`src/design/mcst_pkg.sv`:
```
package mcst_pkg;

  localparam int TIME_W               = 32;
  localparam int OP_W                 = 2;
  localparam int CH_W                 = 4;
  localparam int MAX_RESULTS          = 16;
  localparam int RES_CNT_W            = $clog2(MAX_RESULTS + 1);
  localparam int RES_IDX_W            = $clog2(MAX_RESULTS);
  localparam int NUM_CHANNELS_DEFAULT = 16;

  localparam logic [TIME_W-1:0] IDLE_TIME = '1;

  typedef enum logic [OP_W-1:0] {
    OP_TICK           = 2'd0,
    OP_START_ONCE     = 2'd1,
    OP_START_PERIODIC = 2'd2,
    OP_STOP           = 2'd3
  } op_t;

  typedef struct packed {
    logic load;
    logic cmd_write;
    logic eval;
    logic adj;
    logic fix;
    logic wb;
    logic emit;
  } dp_cmd_t;

  typedef struct packed {
    logic need_div;
    logic scan_last;
    logic div_done;
    logic out_free;
    logic emit_last;
  } dp_status_t;

endpackage

```
`src/design/mcst_ram.sv`:
```
module mcst_ram #(
  parameter int Width = 32,
  parameter int Depth = 16,
  localparam int AddrW = (Depth > 1) ? $clog2(Depth) : 1
) (
  input  logic             clk,
  input  logic             we,
  input  logic [AddrW-1:0] waddr,
  input  logic [Width-1:0] wdata,
  input  logic [AddrW-1:0] raddr,
  output logic [Width-1:0] rdata
);

  logic [Width-1:0] mem [Depth];

  always_ff @(posedge clk) begin
    if (we) begin
      mem[waddr] <= wdata;
    end
    rdata <= mem[raddr];
  end

endmodule

```
`src/design/mcst_div.sv`:
```
module mcst_div
  import mcst_pkg::*;
(
  input  logic              clk,
  input  logic              rst,
  input  logic              start,
  input  logic [TIME_W-1:0] dividend,
  input  logic [TIME_W-1:0] divisor,
  output logic              done,
  output logic [TIME_W-1:0] rem
);

  localparam int CntW = $clog2(TIME_W);

  logic            busy;
  logic [CntW-1:0] cnt;
  logic [TIME_W-1:0] dvd;
  logic [TIME_W-1:0] dsr;
  logic [TIME_W:0]   shifted;
  logic [TIME_W:0]   diff;

  // Restoring step: one quotient bit per cycle, only the remainder is kept.
  assign shifted = {rem, dvd[TIME_W-1]};
  assign diff    = shifted - {1'b0, dsr};

  always_ff @(posedge clk) begin
    if (rst) begin
      busy <= 1'b0;
      done <= 1'b0;
      cnt  <= '0;
    end else begin
      done <= 1'b0;
      if (start) begin
        busy <= 1'b1;
        cnt  <= '0;
      end else if (busy) begin
        cnt <= cnt + 1'b1;
        if (cnt == CntW'(TIME_W - 1)) begin
          busy <= 1'b0;
          done <= 1'b1;
        end
      end
    end
  end

  always_ff @(posedge clk) begin
    if (start) begin
      rem <= '0;
      dvd <= dividend;
      dsr <= divisor;
    end else if (busy) begin
      rem <= diff[TIME_W] ? shifted[TIME_W-1:0] : diff[TIME_W-1:0];
      dvd <= {dvd[TIME_W-2:0], 1'b0};
    end
  end

endmodule

```
`src/design/mcst_ctrl.sv`:
```
module mcst_ctrl
  import mcst_pkg::*;
(
  input  logic       clk,
  input  logic       rst,
  input  logic       in_valid,
  output logic       in_ready,
  input  dp_status_t status,
  output dp_cmd_t    cmd
);

  typedef enum logic [3:0] {
    S_IDLE,
    S_CMD,
    S_RD,
    S_EV,
    S_DIV,
    S_ADJ,
    S_FIX,
    S_WB,
    S_EMIT
  } state_t;

  state_t state;
  state_t state_next;

  always_comb begin
    cmd        = '0;
    state_next = state;
    case (state)
      S_IDLE: begin
        if (in_valid && in_ready) begin
          cmd.load   = 1'b1;
          state_next = S_CMD;
        end
      end
      S_CMD: begin
        cmd.cmd_write = 1'b1;
        state_next    = S_RD;
      end
      S_RD: begin
        state_next = S_EV;
      end
      S_EV: begin
        cmd.eval = 1'b1;
        if (status.need_div) begin
          state_next = S_DIV;
        end else if (status.scan_last) begin
          state_next = S_EMIT;
        end else begin
          state_next = S_RD;
        end
      end
      S_DIV: begin
        if (status.div_done) begin
          state_next = S_ADJ;
        end
      end
      S_ADJ: begin
        cmd.adj    = 1'b1;
        state_next = S_FIX;
      end
      S_FIX: begin
        cmd.fix    = 1'b1;
        state_next = S_WB;
      end
      S_WB: begin
        cmd.wb     = 1'b1;
        state_next = status.scan_last ? S_EMIT : S_RD;
      end
      S_EMIT: begin
        if (status.out_free) begin
          cmd.emit = 1'b1;
          if (status.emit_last) begin
            state_next = S_IDLE;
          end
        end
      end
      default: begin
        state_next = S_IDLE;
      end
    endcase
  end

  // Hold ready low through reset so no beat is taken before the bank is clear
  always_ff @(posedge clk) begin
    if (rst) begin
      state    <= S_IDLE;
      in_ready <= 1'b0;
    end else begin
      state    <= state_next;
      in_ready <= (state_next == S_IDLE);
    end
  end

endmodule

```
`src/design/mcst_dp.sv`:
```
module mcst_dp
  import mcst_pkg::*;
#(
  parameter int NumChannels = NUM_CHANNELS_DEFAULT,
  localparam int ChIdxW = (NumChannels > 1) ? $clog2(NumChannels) : 1
) (
  input  logic              clk,
  input  logic              rst,
  input  dp_cmd_t           cmd,
  output dp_status_t        status,
  input  logic [OP_W-1:0]   operation,
  input  logic [CH_W-1:0]   channel,
  input  logic [TIME_W-1:0] period_ms,
  input  logic [TIME_W-1:0] now_ms,
  input  logic              out_ready,
  output logic              out_valid,
  output logic              fired,
  output logic [CH_W-1:0]   fired_channel,
  output logic [TIME_W-1:0] nearest_ms,
  output logic              channel_running,
  output logic              last
);

  // Captured beat
  op_t               op_q;
  logic [CH_W-1:0]   ch_q;
  logic [TIME_W-1:0] per_in_q;
  logic [TIME_W-1:0] now_q;

  // Scan and result bookkeeping
  logic [ChIdxW-1:0]    idx;
  logic [RES_CNT_W-1:0] res_cnt;
  logic [RES_CNT_W-1:0] emit_ptr;
  logic [RES_CNT_W-1:0] res_total;
  logic [CH_W-1:0]      res_list [MAX_RESULTS];
  logic [TIME_W-1:0]    min_q;
  logic                 running_q;
  logic                 gap_zero;
  logic [TIME_W-1:0]    addend;
  logic [TIME_W-1:0]    new_exp;

  // Channel state
  logic [NumChannels-1:0] exp_vld;
  logic [NumChannels-1:0] periodic;

  logic              exp_we;
  logic [ChIdxW-1:0] exp_waddr;
  logic [TIME_W-1:0] exp_wdata;
  logic [TIME_W-1:0] exp_rdata;
  logic              per_we;
  logic [TIME_W-1:0] per_rdata;

  logic              is_tick;
  logic              in_range;
  logic              cmd_hit;
  logic [ChIdxW-1:0] ch_idx;
  logic [TIME_W:0]   start_sum;
  logic [TIME_W-1:0] start_exp;
  logic [TIME_W:0]   fix_sum;
  logic [TIME_W-1:0] fix_exp;
  logic [TIME_W-1:0] cur_exp;
  logic              fire;
  logic              need_div;
  logic              fire_now;
  logic              step_done;
  logic              div_start;
  logic              div_done;
  logic [TIME_W-1:0] div_rem;
  logic              res_fired;

  assign is_tick  = (op_q == OP_TICK);
  assign in_range = (int'(ch_q) < NumChannels);
  assign cmd_hit  = cmd.cmd_write && !is_tick && in_range;
  assign ch_idx   = ChIdxW'(ch_q);

  // Saturate to idle on overflow or an all-ones sum
  assign start_sum = {1'b0, now_q} + {1'b0, per_in_q};
  assign start_exp = (start_sum >= {1'b0, IDLE_TIME}) ? IDLE_TIME : start_sum[TIME_W-1:0];
  assign fix_sum   = {1'b0, now_q} + {1'b0, addend};
  assign fix_exp   = (fix_sum >= {1'b0, IDLE_TIME}) ? IDLE_TIME : fix_sum[TIME_W-1:0];

  assign cur_exp  = exp_vld[idx] ? exp_rdata : IDLE_TIME;
  assign fire     = is_tick && (cur_exp != IDLE_TIME) && (cur_exp <= now_q) &&
                    (res_cnt != RES_CNT_W'(MAX_RESULTS));
  assign need_div = fire && periodic[idx] && (per_rdata != '0);
  // Fired channel that goes idle straight away: one-shot or zero period
  assign fire_now  = cmd.eval && fire && !need_div;
  assign step_done = (cmd.eval && !need_div) || cmd.wb;
  assign div_start = cmd.eval && need_div;

  assign exp_we    = cmd_hit || fire_now || cmd.wb;
  assign exp_waddr = cmd.cmd_write ? ch_idx : idx;
  always_comb begin
    if (cmd.cmd_write) begin
      exp_wdata = (op_q == OP_STOP) ? IDLE_TIME : start_exp;
    end else if (cmd.wb) begin
      exp_wdata = new_exp;
    end else begin
      exp_wdata = IDLE_TIME;
    end
  end
  assign per_we = cmd_hit && (op_q != OP_STOP);

  mcst_ram #(
    .Width (TIME_W),
    .Depth (NumChannels)
  ) u_exp_ram (
    .clk   (clk),
    .we    (exp_we),
    .waddr (exp_waddr),
    .wdata (exp_wdata),
    .raddr (idx),
    .rdata (exp_rdata)
  );

  mcst_ram #(
    .Width (TIME_W),
    .Depth (NumChannels)
  ) u_per_ram (
    .clk   (clk),
    .we    (per_we),
    .waddr (ch_idx),
    .wdata (per_in_q),
    .raddr (idx),
    .rdata (per_rdata)
  );

  mcst_div u_div (
    .clk      (clk),
    .rst      (rst),
    .start    (div_start),
    .dividend (now_q - cur_exp),
    .divisor  (per_rdata),
    .done     (div_done),
    .rem      (div_rem)
  );

  // A step with no fired channel still gives one result
  assign res_total = (res_cnt == '0) ? RES_CNT_W'(1) : res_cnt;
  assign res_fired = is_tick && (res_cnt != '0);

  assign status.need_div  = need_div;
  assign status.scan_last = (idx == ChIdxW'(NumChannels - 1));
  assign status.div_done  = div_done;
  assign status.out_free  = !out_valid || out_ready;
  assign status.emit_last = ((emit_ptr + 1'b1) == res_total);

  always_ff @(posedge clk) begin
    if (rst) begin
      exp_vld   <= '0;
      periodic  <= '0;
      idx       <= '0;
      res_cnt   <= '0;
      emit_ptr  <= '0;
      out_valid <= 1'b0;
    end else begin
      if (exp_we) begin
        exp_vld[exp_waddr] <= 1'b1;
      end
      if (cmd_hit) begin
        periodic[ch_idx] <= (op_q == OP_START_PERIODIC);
      end
      if (cmd.load) begin
        idx      <= '0;
        res_cnt  <= '0;
        emit_ptr <= '0;
      end
      if (step_done) begin
        idx <= idx + 1'b1;
      end
      if (fire_now || cmd.wb) begin
        res_cnt <= res_cnt + 1'b1;
      end
      if (cmd.emit) begin
        out_valid <= 1'b1;
        emit_ptr  <= emit_ptr + 1'b1;
      end else if (out_ready) begin
        out_valid <= 1'b0;
      end
    end
  end

  always_ff @(posedge clk) begin
    if (cmd.load) begin
      op_q     <= op_t'(operation);
      ch_q     <= channel;
      per_in_q <= period_ms;
      now_q    <= now_ms;
      min_q    <= IDLE_TIME;
    end
    if (cmd.cmd_write) begin
      running_q <= cmd_hit && (op_q != OP_STOP) && (start_exp != IDLE_TIME);
    end
    if (cmd.eval) begin
      gap_zero <= (cur_exp == now_q);
      if (!fire && (cur_exp < min_q)) begin
        min_q <= cur_exp;
      end
    end
    if (fire_now) begin
      res_list[res_cnt[RES_IDX_W-1:0]] <= CH_W'(idx);
    end
    // Smallest whole number of periods that lands on now or later, at least one
    if (cmd.adj) begin
      if (gap_zero) begin
        addend <= per_rdata;
      end else if (div_rem == '0) begin
        addend <= '0;
      end else begin
        addend <= per_rdata - div_rem;
      end
    end
    if (cmd.fix) begin
      new_exp <= fix_exp;
    end
    if (cmd.wb) begin
      res_list[res_cnt[RES_IDX_W-1:0]] <= CH_W'(idx);
      if (new_exp < min_q) begin
        min_q <= new_exp;
      end
    end
    if (cmd.emit) begin
      fired           <= res_fired;
      fired_channel   <= res_fired ? res_list[emit_ptr[RES_IDX_W-1:0]] : '0;
      nearest_ms      <= min_q;
      channel_running <= !is_tick && running_q;
      last            <= status.emit_last;
    end
  end

endmodule

```
`src/design/multi_channel_software_timer_core.sv`:
```
// Channel | Handshake          | Beat fields
// in      | in_valid/in_ready  | operation, channel, period_ms, now_ms
// out     | out_valid/out_ready| fired, fired_channel, nearest_ms, channel_running, last
//
// One beat at a time. The beat is captured and the command written, then the scan reads each
// channel's expiry memory and evaluates it; each fired periodic channel also waits on the
// 1-bit-per-cycle remainder unit. Results then leave one per cycle while out_ready stays high
// from the output register, which holds the final beat while the next input
// is taken. Reset clears the armed and periodic bits at once; there is no clearing pass.
module multi_channel_software_timer_core
  import mcst_pkg::*;
#(
  parameter int NumChannels = NUM_CHANNELS_DEFAULT
) (
  input  logic              clk,
  input  logic              rst,
  input  logic              in_valid,
  output logic              in_ready,
  input  logic [OP_W-1:0]   operation,
  input  logic [CH_W-1:0]   channel,
  input  logic [TIME_W-1:0] period_ms,
  input  logic [TIME_W-1:0] now_ms,
  output logic              out_valid,
  input  logic              out_ready,
  output logic              fired,
  output logic [CH_W-1:0]   fired_channel,
  output logic [TIME_W-1:0] nearest_ms,
  output logic              channel_running,
  output logic              last
);

  dp_cmd_t    cmd;
  dp_status_t status;

  mcst_ctrl u_ctrl (
    .clk      (clk),
    .rst      (rst),
    .in_valid (in_valid),
    .in_ready (in_ready),
    .status   (status),
    .cmd      (cmd)
  );

  mcst_dp #(
    .NumChannels (NumChannels)
  ) u_dp (
    .clk             (clk),
    .rst             (rst),
    .cmd             (cmd),
    .status          (status),
    .operation       (operation),
    .channel         (channel),
    .period_ms       (period_ms),
    .now_ms          (now_ms),
    .out_ready       (out_ready),
    .out_valid       (out_valid),
    .fired           (fired),
    .fired_channel   (fired_channel),
    .nearest_ms      (nearest_ms),
    .channel_running (channel_running),
    .last            (last)
  );

endmodule

```
`config.mk`:
```
export PLATFORM = sky130hd
export DESIGN_NAME = multi_channel_software_timer_core
export DESIGN_NICKNAME = d
export VERILOG_FILES = /design/src/design/mcst_pkg.sv /design/src/design/mcst_ram.sv /design/src/design/mcst_div.sv /design/src/design/mcst_ctrl.sv /design/src/design/mcst_dp.sv /design/src/design/multi_channel_software_timer_core.sv
export SDC_FILE = /design/constraint.sdc
export NUM_CORES = 2
export LEC_CHECK = 0
export ABC_AREA = 1
export BUFFER_PORTS_ARGS = -buffer_cell sky130_fd_sc_hd__buf_2
export CAP_MARGIN = 40
export CORE_MARGIN = 2
export CORE_UTILIZATION = 55
export CTS_CLUSTER_SIZE = 24
export DETAILED_ROUTE_END_ITERATION = 16
export GPL_TIMING_DRIVEN = 0
export PLACE_DENSITY = 0.81
export RECOVER_POWER = 100
export SLEW_MARGIN = 15
export SYNTH_ARGS = -nofsm -noshare
export SYNTH_HDL_FRONTEND = slang
export SYNTH_SLANG_ARGS = --single-unit
```
`constraint.sdc`:
```
create_clock -name clk -period 5 [get_ports clk]
set_input_delay 1 -clock clk [delete_from_list [all_inputs] [get_ports clk]]
set_output_delay 1 -clock clk [all_outputs]
set_load 0.1 [all_outputs]
```
# After elaboration in Yosys (flattened, before gate mapping)
# Memory sizes are Yosys's and may differ from the RTL's. A register that Yosys moved wholly into a read port is not among the register bits.
# Index checks and enable logic that the tools add are counted.
[classes]
addsub = 9
order_cmp = 10
n_eq_ne = 18
muxes = 62
bitwise = 3
reduce_logical = 42
[op_table]
columns = ["cell", "count"]
rows = [
  ["$mux W32", 15],
  ["$add A32 B32 Y33", 2],
  ["$ge A33 B32 Y1 const B", 2],
  ["$lt A32 B32 Y1", 2],
  ["$ne A32 B32 Y1 const B", 2],
  ["$sub A32 B32 Y32", 2],
  ["$mux W4", 10],
  ["$pmux W4 S9", 1],
  ["$sub A33 B32 Y33", 1],
  ["$eq A32 B32 Y1", 1],
  ["$le A32 B32 Y1", 1],
  ["$logic_not A32 Y1", 1],
  ["$reduce_bool A32 Y1", 1],
  ["$mux W1", 27],
  ["$mux W5", 4],
  ["$logic_and A1 B1 Y1", 18],
  ["$bwmux W16", 1],
  ["$eq A4 B3 Y1 const B", 4],
  ["$or A16 B16 Y16", 1],
  ["$add A5 B1 Y5 const B", 3],
  ["$lt A4 B5 Y1 const B", 3],
  ["$reduce_bool A2 Y1", 5],
  ["$bmux W1 S4", 2],
  ["$demux W1 S4", 2],
  ["20 further kinds", 33],
]
[totals]
register_bits = 358
ramBits = 1088
input_bits = 74
out_inout_bits = 41
elab_cells = 174
mem_count = 3
[mem_list]
columns = ["memory", "words", "word_bits", "rd", "rd_ports_with_merged_regs", "write_ports", "line_no", "source"]
rows = [
  ["u_dp.u_exp_ram.mem", 16, 32, 1, 1, 1, "mcst_ram.sv:14", "logic [Width-1:0] mem [Depth];"],
  ["u_dp.u_per_ram.mem", 16, 32, 1, 1, 1, "mcst_ram.sv:14", ""],
  ["u_dp.res_list", 16, 4, 1, 1, 1, "mcst_dp.sv:35", "logic [CH_W-1:0] res_list [MAX_RESULTS];"],
]

# Longest topological paths before layout
[depth]
ltp_word = 15
mapped_depth = 29

# Hierarchy
# A second synthesis with hierarchy kept.
[unflattened]
cells_unflattened = 8313
hier_area_um2 = 75457.4
[by_module_without_submodules]
columns = ["mod", "instances", "cells_each", "area_per_inst_um2"]
rows = [
  ["mcst_ram", 2, 2120, 22730.6],
  ["mcst_dp", 1, 2981, 22738.1],
  ["mcst_div", 1, 1036, 6921.6],
  ["mcst_ctrl", 1, 56, 336.6],
]

# Least setup slack after synthesis
# Ideal clock, no wire load.
[synth_timing]
kind = "reg-to-reg"
start = "reg u_dp.idx[0]"
end = "reg u_dp.u_div.dvd[0], enable pin"
setup_ns = 0.478
arrival_ns = 4.037
required_time_ns = 4.522
slack_ns = 0.485
stages_incl_launch_ff = 27
path_buffers = 5
synth_period_minus_slack_ns = 4.515
path_cell_list = "dfxtp_1 buf_4 inv_2 buf_6 nand2_1 nand3_1 nand3_1 nand3_1 nand2_2 inv_2 buf_6 nor2_1 ha_1 a21oi_1 o21ai_0 a21oi_1 nor2_1 o21ai_0 nand2_1 nand2_1 a21oi_1 nor3_1 nand2_2 nand4_2 buf_2 buf_2 nand2_1"
[synth_via]
elab_chain_cells = 11
elab_cells_between_ends = 14
[synth_lines]
columns = ["item", "line_no", "source"]
rows = [
  ["start, declared", "mcst_dp.sv:31", "logic [ChIdxW-1:0] idx;"],
  ["start signal, assigned", "mcst_dp.sv:169", "idx <= idx + 1'b1;"],
  ["branches (longest 7 deep; another with $le A32 B32 Y1)", "--", ""],
  ["$logic_and A1 B1 Y1 * (2 in series)", "mcst_dp.sv:85", "assign need_div = fire && periodic[idx] && (per_rdata != '0);"],
  ["$logic_and A1 B1 Y1 *", "mcst_dp.sv:89", "assign div_start = cmd.eval && need_div;"],
  ["$reduce_bool A2 Y1 (no source line) *", "--", ""],
  ["end signal, assigned", "mcst_div.sv:49", "dvd <= dividend;"],
  ["end signal, assigned", "mcst_div.sv:53", "dvd <= {dvd[TIME_W-2:0], 1'b0};"],
  ["end, declared", "mcst_div.sv:17", "logic [TIME_W-1:0] dvd;"],
]
# Mark *: on every way between the ends. The select of a mux whose other input is x is not followed.
# A chain may end at the register's enable or synchronous reset.

==> impl_metrics.toml <==
[run_status]
status = "finished with violations"
violations = "capacitance limit, slew limit, setup timing"

[sta]
hold-worst-slack_ps = 354
fin_crit_sh_pct = 100
hold_violations = 0
slew_viol_final = 105
fin_skew_ps = 56.2
finalWorstSetupSlack_ps = -2.48
worstMarginPinSlew_ps = 2140
max_freq_mhz = 200
final.min_clock_period_ps = 5000
setup_viol = 1
max-slew-margin-rel_pct = -43.7

[die]
die_y_um = 357
rows = 129
die_x_um = 357
ios = 115
core_area_um2 = 124000
design.die.area_um2 = 128000
start_util_pct = 55.5

[layout]
multi_input_area_um2 = 22300
area.sequential_um2 = 43600
drive_above_1_share_pct = 7.19
nets = 7055
design_area_um2 = 77700
synthToLayoutAreaGrowth_pct = 13.2
fillers = 9304

[drt]
met2_length_um = 102000
drc = 0
vias_per_cell = 6.48
ant_nets = 0
dr.max_layer_used = "met5"
first_iter_violations = 9209
num_vias = 55200
wirelength_um = 233000
firstDrtPassIters = 9
met3_wirelength_um = 34200
wl_met1_um = 79800
wire_per_inst_um = 27.3

[power_and_ir_drop]
clkPwrFrac_pct = 38.9
p_int_mw = 21.3
sw_frac_of_total_pct = 26.8
peakVddDrop_mv = 0.319
comb_power_share_pct = 11.7
p_leak_nw = 28.7
power_density_nw_per_um2 = 375
p_switching_mw = 7.81
seq_power_share_pct = 49.4

[synth]
yosys_register_bits = 1514
synth.top_cells.by_area = "edfxtp_1, o21ai_0, dfxtp_1"
yosysWarnings = 0
synthArstFlopShare_pct = 0
synth_area_leader_cell = "edfxtp_1"
synth_top_flop_cell = "edfxtp_1"
synthTopCellsByCount = "edfxtp_1, nor2_1, nand2_1"
synth_edf_count = 1327
syn_inst = 6334
netlist.area_leader.share_pct = 58.0
synthesis.area_um2 = 68700
synthDistinctLibCells = 54
yosysSeqAreaShare_pct = 63.5
avgSynthCellArea_um2 = 10.8
syn_nets = 6640
post-synth-top-count-cell = "edfxtp_1"

[worst_setup_path]
arrival_ps = 5680
critPathMaxFanout = 10
start_kind = "flip-flop"
path_class = "flip-flop to flip-flop"
cp-end-kind = "flip-flop"
required_ps = 5680

[clocking]
cts_buffers = 154
cts_hold_buf = 0
worstSkewPairLatency_ps = 820
cts_sinks = 1514
htree_num_levels = 4
cts-root-buf = "clkbuf_16"
clk_path_buf_depth = 3
cts_tree = "built"
clk_pin_slew_worst_paths_ps = 60

[global_routing]
grt_pass1_vias = 52900
grt_antenna_before_repair = 17
grt_use_total_pct = 35.8
grt_pass1_wl_um = 334000
grt_max_degree = 41
overflow = 0

[min_path]
hp-class = "input pin to flip-flop"

[place]
gp_congestion = 0.994
dpl_cell_area_um2 = 72800
port_buffers = 113
place_hpwl_um = 169000

[job]
cap_violations = 4
[per-layer routing]
layer / global-route usage [%] / vias up
met1: 44.7 / 25800
li1: - / 23700
met4: 21.5 / 16
met3: 11.4 / 1009
met2: 54.9 / 4680
met5: 0 / -
[critical path, stage by stage, from the launching register on]
cell and delay (ps):
dfxtp_4 360, buf_4 170, clkbuf_1 410, clkbuf_1 470
clkbuf_1 430, buf_8 240, clkbuf_1 530, clkbuf_1 700
clkbuf_1 640, nor2_1 150, o221ai_1 250, nand3_1 110
nand2_1 350
[cell type report]
type | count | share of cell area, %
sequential | 1514 | 56.1
multi-input combinational | 4036 | 28.7
clock buffer | 186 | 5.21
tap | 1637 | 2.63
inverter | 470 | 2.38
timing repair buffer | 259 | 2.25
buffer | 314 | 1.64
clock inverter | 94 | 1.09
antenna | 11 | 0.0354
[cells by family (layout without fill, tap and decap cells)]
group	count (synthesis)	in the layout	synth area share, %
compound gates	1523	1523	13.0
xor+xnor	128	128	1.63
fa+ha+maj	232	232	4.28
buf+inv	784	1323	4.39
flops	1514	1514	63.5
other cells	0	11	0
simple gates	2153	2153	13.2
[power by group through the flow]
stage / clock (mW) / combinational (mW) / sequential [mW]
after floorplan: 0 / 2.13 / 14.5
after global placement: 0 / 3.10 / 14.7
after detailed placement: 0 / 3.21 / 14.7
after CTS: 11.3 / 3.26 / 14.4
after global routing: 11.8 / 3.68 / 14.4
final: 11.3 / 3.41 / 14.4
[per-stage QoR]
step | cells | setup TNS, ps | power [mW] | util [%] | worst slack [ps]
detailed placement | 8203 | -581490 | 17.9 | 58.8 | -1490
finish | 8521 | -2.48 | 29.1 | 62.8 | -2.48
floorplan | 6334 | 0 | 16.6 | - | 485
CTS | 8491 | 0 | 28.9 | 63.0 | 0.527
global placement | 8084 | -1955570 | 17.8 | 57.6 | -2030
global route | 8511 | -358 | 29.9 | 62.8 | -14.8
[cells in the final DEF, fill, tap and decap left out, types with 194 or more instances in the layout]
| master | n |
|---|---|
| edfxtp_1 | 1327 |
| nor2_1 | 811 |
| nand2_1 | 799 |
| o21ai_0 | 751 |
| inv_1 | 445 |
| clkbuf_1 | 428 |
| a21oi_1 | 301 |
| nand3_1 | 270 |
| ha_1 | 221 |
| o221ai_1 | 194 |
[repair_timing]
action | CTS | global route
cloned | 0 | 1
buffers inserted | 8 | 11
endpoints found under the setup margin | 897 | 773
gates resized for setup | 58 | 35
pin swaps | 2 | 7
[final timing paths]
kind	slack (ps)	depth (start not counted)	startpoint	end
worst max-delay path	-2	12	u_dp.idx[0]	u_dp.u_exp_ram.rdata[11]
worst max register to register	-2	12	u_dp.idx[0]	u_dp.u_exp_ram.rdata[11]
worst min register to register	430	0	u_dp.min_q[16]	u_dp.nearest_ms[16]
worst min-delay path	350	1	channel[0]	u_dp.ch_idx[0]
No activity file was read; power rests on OpenSTA's default activity.
